===== config.mk =====
export PLATFORM = sky130hd
export DESIGN_NAME = kfi_front
export DESIGN_NICKNAME = d
export VERILOG_FILES = /design/src/design/kfi_pkg.sv /design/src/design/kfi_front.sv
export SDC_FILE = /design/constraint.sdc
export NUM_CORES = 1
export LEC_CHECK = 0
export CAP_MARGIN = 20
export CORE_ASPECT_RATIO = 1.25
export CORE_MARGIN = 3
export CORE_UTILIZATION = 55
export DETAILED_ROUTE_END_ITERATION = 12
export DONT_BUFFER_PORTS = 1
export PLACE_DENSITY = 0.7
export SETUP_SLACK_MARGIN = 0.3
export SLEW_MARGIN = 20
export SYNTH_ARGS = -nofsm -noshare
export SYNTH_HDL_FRONTEND = slang
export SYNTH_SLANG_ARGS = --single-unit

===== constraint.sdc =====
create_clock -name clk -period 5.72 [get_ports clk]
set_input_delay 1.144 -clock clk [delete_from_list [all_inputs] [get_ports clk]]
set_output_delay 1.144 -clock clk [all_outputs]
set_load 0.005 [all_outputs]

===== src/design/kfi_pkg.sv =====
// Shared types and constants for the keyframe interpolation block.
`timescale 1ns / 1ps
`default_nettype none
package kfi_pkg;

  localparam int TimeW  = 24;
  localparam int ValW   = 32;
  localparam int CountW = 7;
  localparam int IdxW   = 6;
  localparam int FracW  = 16;

  typedef enum logic {
    OP_WRITE = 1'b0,
    OP_QUERY = 1'b1
  } op_t;

  // Item passed from the front to the back through the queue.
  typedef struct packed {
    logic             is_query;
    logic [IdxW-1:0]  key_index;
    logic [TimeW-1:0] key_time;
    logic [ValW-1:0]  value_x;
    logic [ValW-1:0]  value_y;
    logic [ValW-1:0]  value_z;
    logic [TimeW-1:0] query_time;
  } kfi_item_t;

endpackage
`default_nettype wire


===== src/design/kfi_front.sv =====
// Front end: accepts items, classifies them and queues them for the back end.
`timescale 1ns / 1ps
`default_nettype none
module kfi_front import kfi_pkg::*; #(
  parameter int Depth = 2
) (
  input  wire logic             clk,
  input  wire logic             rst,
  input  wire logic             push,
  output logic                  full,
  input  wire logic             op,
  input  wire logic [IdxW-1:0]  key_index,
  input  wire logic [TimeW-1:0] key_time,
  input  wire logic [ValW-1:0]  value_x,
  input  wire logic [ValW-1:0]  value_y,
  input  wire logic [ValW-1:0]  value_z,
  input  wire logic [TimeW-1:0] query_time,
  output logic                  q_valid,
  output kfi_item_t             q_item,
  input  wire logic             q_take
);

  localparam int PtrW = (Depth > 1) ? $clog2(Depth) : 1;

  kfi_item_t         fifo [Depth];
  logic [PtrW-1:0]   wr_ptr;
  logic [PtrW-1:0]   rd_ptr;
  logic [PtrW:0]     fill;
  logic              do_push;
  logic              do_pop;
  kfi_item_t         item_in;

  assign full    = (fill == (PtrW+1)'(Depth));
  assign q_valid = (fill != '0);
  assign do_push = push && !full;
  assign do_pop  = q_take && q_valid;
  assign q_item  = fifo[rd_ptr];

  always_comb begin
    item_in.is_query   = (op_t'(op) == OP_QUERY);
    item_in.key_index  = key_index;
    item_in.key_time   = key_time;
    item_in.value_x    = value_x;
    item_in.value_y    = value_y;
    item_in.value_z    = value_z;
    item_in.query_time = query_time;
  end

  always_ff @(posedge clk) begin
    if (do_push) begin
      fifo[wr_ptr] <= item_in;
    end
  end

  always_ff @(posedge clk) begin
    if (rst) begin
      wr_ptr <= '0;
      rd_ptr <= '0;
      fill   <= '0;
    end else begin
      if (do_push) begin
        wr_ptr <= (wr_ptr == PtrW'(Depth - 1)) ? '0 : wr_ptr + 1'b1;
      end
      if (do_pop) begin
        rd_ptr <= (rd_ptr == PtrW'(Depth - 1)) ? '0 : rd_ptr + 1'b1;
      end
      fill <= fill + (PtrW+1)'(do_push) - (PtrW+1)'(do_pop);
    end
  end

  a_fill_bound: assert property (@(posedge clk) disable iff (rst)
    fill <= (PtrW+1)'(Depth)) else $error("queue overfilled");
  a_fill_step: assert property (@(posedge clk) disable iff (rst)
    (do_push && !do_pop) |=> (fill == $past(fill) + 1'b1))
    else $error("fill count did not advance");
  a_empty_pop: assert property (@(posedge clk) disable iff (rst)
    (fill == '0) |-> !do_pop) else $error("pop from empty queue");

endmodule
`default_nettype wire


==> results.cfg <==
[grt]
grt_pass1_wl_um = 28700
antenna_found_initial = 1
overflow = 0
gr-usage-all-layers = 0.166
grt_pass1_vias = 4824
grt_max_degree = 83

[synth]
ys_seq_elements = 307
synth_cells = 497
synth-seq-area-share = 0.798
synthesis.nets = 654
syn_avg_cell_area_um2 = 23.1
yosysWarnings = 0
ys_types = 22
syn-cell-area_um2 = 11500

[floorplan]
core_um2 = 20300
die_x_um = 135
pin_count = 308
rows = 58
fp.dieH_um = 168
die-area_um2 = 22700
start_util = 0.566

[clocking]
cts_sinks = 307
cts.reportedPaths.clkPinSlew_ns = 0.06
cts_root_buffer = clkbuf_16
worstSkewPairLatency_ns = 0.54
cts_tree = yes
postCtsResizedCells = 0
cts-root-to-sink-buffers = 3
numCtsBuffers = 30
htree_levels = 1
cts_hold_buf = 0
post_cts_buffers = 0

[detailed_routing]
initialDrtViolationCount = 219
post_drt_via_cell_ratio = 5.60
via_count = 4538
ant_nets = 0
wl_um = 19700
dr.pass1.iters = 4
drt-wirelength-per-cell_um = 24.3
drc = 0

[layout]
area_growth_pct = 11.4
stdcell_count = 811
multi_input_area_um2 = 2160
nFillCells = 1357
drive_gt1_frac = 0.386
antenna_cells = 0
nets = 674
fin_area_um2 = 12800
seq_area_um2 = 9170

[worst_setup_path]
crit_type = reg -> out
slowest_delay_ns = 0.95
crit_chain = buf_4 -> mux2_2
cpMaxStageDelayCell = dfxtp_4
cp-end-kind = output pin
startpoint_type = flip-flop
arrival_ns = 2.55
crit_end = q_item[138]
timing.rr.start = fill[0]
regToRegSetupSlack_ns = 3.14
cp_max_fo = 60
required_ns = 4.58
r2r_cells = 5
r2r-end = fifo[0][130]

[timing]
clock_skew_ns = 0.0111
max-slew-margin-rel = 0.305
setup_viol = 0
fmax_mhz = 270
min_period_ns = 3.70
rsz0062_at_grt = no
tightestPinTransition_ns = 1.04
setup-tns-final_ns = 0
worst_slack_ns = 2.02
min_period_over_period = 0.647
slew_violations = 0
final_hold_viol_count = 0

[place]
gp_congestion = 0.767
dpl-instance-area_um2 = 11800
post-place-cells = 755
post-place-ws_ns = 2.53
port_buffers = 0
dpl.hpwl_um = 13200

[pwr]
powerDensity_nw_per_um2 = 485
worst_ir_drop_vdd_uv = 423
leakage_nw = 4.35

[status]
status = completed

[flow_run]
cap_violations = 0

[worst_hold_path]
hp-class = reg -> reg
-- synthesized netlist by cell type --
library cell	instances	area [um^2]
nor2_1	3	11.3
or3_1	1	6.26
ha_1	2	25.0
or2_2	1	6.26
buf_2	6	30.0
o21a_1	1	7.51
nand2b_2	1	8.76
buf_6	11	124
and3_1	1	6.26
edfxtp_1	302	9070
inv_1	4	15.0
and2_1	1	6.26
a21oi_1	1	5.00
mux2_2	61	687
nor3_1	1	5.00
nand2_1	1	3.75
dfxtp_1	5	100
nor2b_1	1	6.26
xor2_1	1	8.76
xnor2_1	1	8.76
o21ai_0	1	5.00
mux2_4	90	1350
-- cell usage in the layout, fill, tap and decap left out --
cell type     n
bufinv_16     6
mux2_2       61
dfxtp_4       1
xor2_1        1
and3_4        1
clkinvlp_4    3
nor2_1        3
buf_4         3
dfxtp_1       4
clkinv_2      6
nor3_1        1
clkbuf_1      3
edfxtp_1    302
buf_12        2
clkinv_1      5
or3_1         1
xnor2_1       1
nand2_1       1
clkbuf_16    31
mux2_4       90
and2_1        1
nand2b_2      1
o21ai_0       1
nor2b_1       1
inv_6         3
or2_2         1
ha_1          2
a21oi_1       1
o21a_1        1
inv_1         3
-- cell families (layout without fill, tap and decap cells) --
logic type               Yosys count  in the layout  share of synthesized area
buffers and inverters             21             65                     0.0147
multiplexers                     151            151                      0.177
AO/OA/AOI/OAI                      3              3                    0.00152
AND/OR/NAND/NOR                   11             11                    0.00523
XOR/XNOR                           2              2                    0.00152
flip-flops                       307            307                      0.798
adder cells (fa/ha/maj)            2              2                    0.00218
-- area by class of cell --
| class | count | share of cell area |
|---|---|---|
| Tap cell | 270 | 0.0264 |
| Timing Repair Buffer | 5 | 0.00488 |
| Clock inverter | 22 | 0.0210 |
| Sequential cell | 307 | 0.716 |
| Inverter | 4 | 0.00156 |
| Multi-Input combinational cell | 169 | 0.169 |
| Clock buffer | 34 | 0.0614 |
-- flip-flops by register name, summed over array words and instances (netlist names), named ones only --
signal	cells
fill	2
rd_ptr	1
wr_ptr	1
fifo	302
-- through the flow --
| stage | util | hold slack [ns] | power, mW |
|---|---|---|---|
| final | 0.631 | 0.538 | 6.21 |
| after global routing | 0.631 | 0.575 | 6.47 |
| after CTS | 0.631 | 0.544 | 6.31 |
| after detailed placement | 0.579 | 0.485 | 4.26 |
| after global placement | 0.579 | 0.475 | 4.21 |
| after floorplan | - | 0.452 | 4.07 |
-- power by group --
part	total (mW)	switching (mW)	internal [mW]
Clock	2.04	0.783	1.26
Combinational	1.15	0.570	0.583
Sequential	3.02	0.149	2.87
Total	6.21	1.50	4.71
-- worst min path at each step --
stage	startpoint	to	slack, ns	depth (start not counted)
after floorplan	wr_ptr	wr_ptr	0.45	2
after CTS	rd_ptr	flip-flop	0.54	2
after global routing	rd_ptr	flip-flop	0.57	2
after detailed placement	wr_ptr	wr_ptr	0.49	2
after global placement	wr_ptr	wr_ptr	0.48	2
final	rd_ptr	flip-flop	0.54	2
-- worst max-delay path: cells and delay by family, from the launching register on --
family | cells | cell delay [ns]
flip-flops | 1 | 0.95
buffers and inverters | 1 | 0.59
multiplexers | 1 | 0.42
-- per-layer routing --
metal,global-route usage,routed length [um],part of all wire
met5,0,20,0.0010
met1,0.169,6370,0.32
met2,0.288,10200,0.52
met3,0.0865,2530,0.13
met4,0.0601,634,0.032
Power figures use the tool's default switching activity.
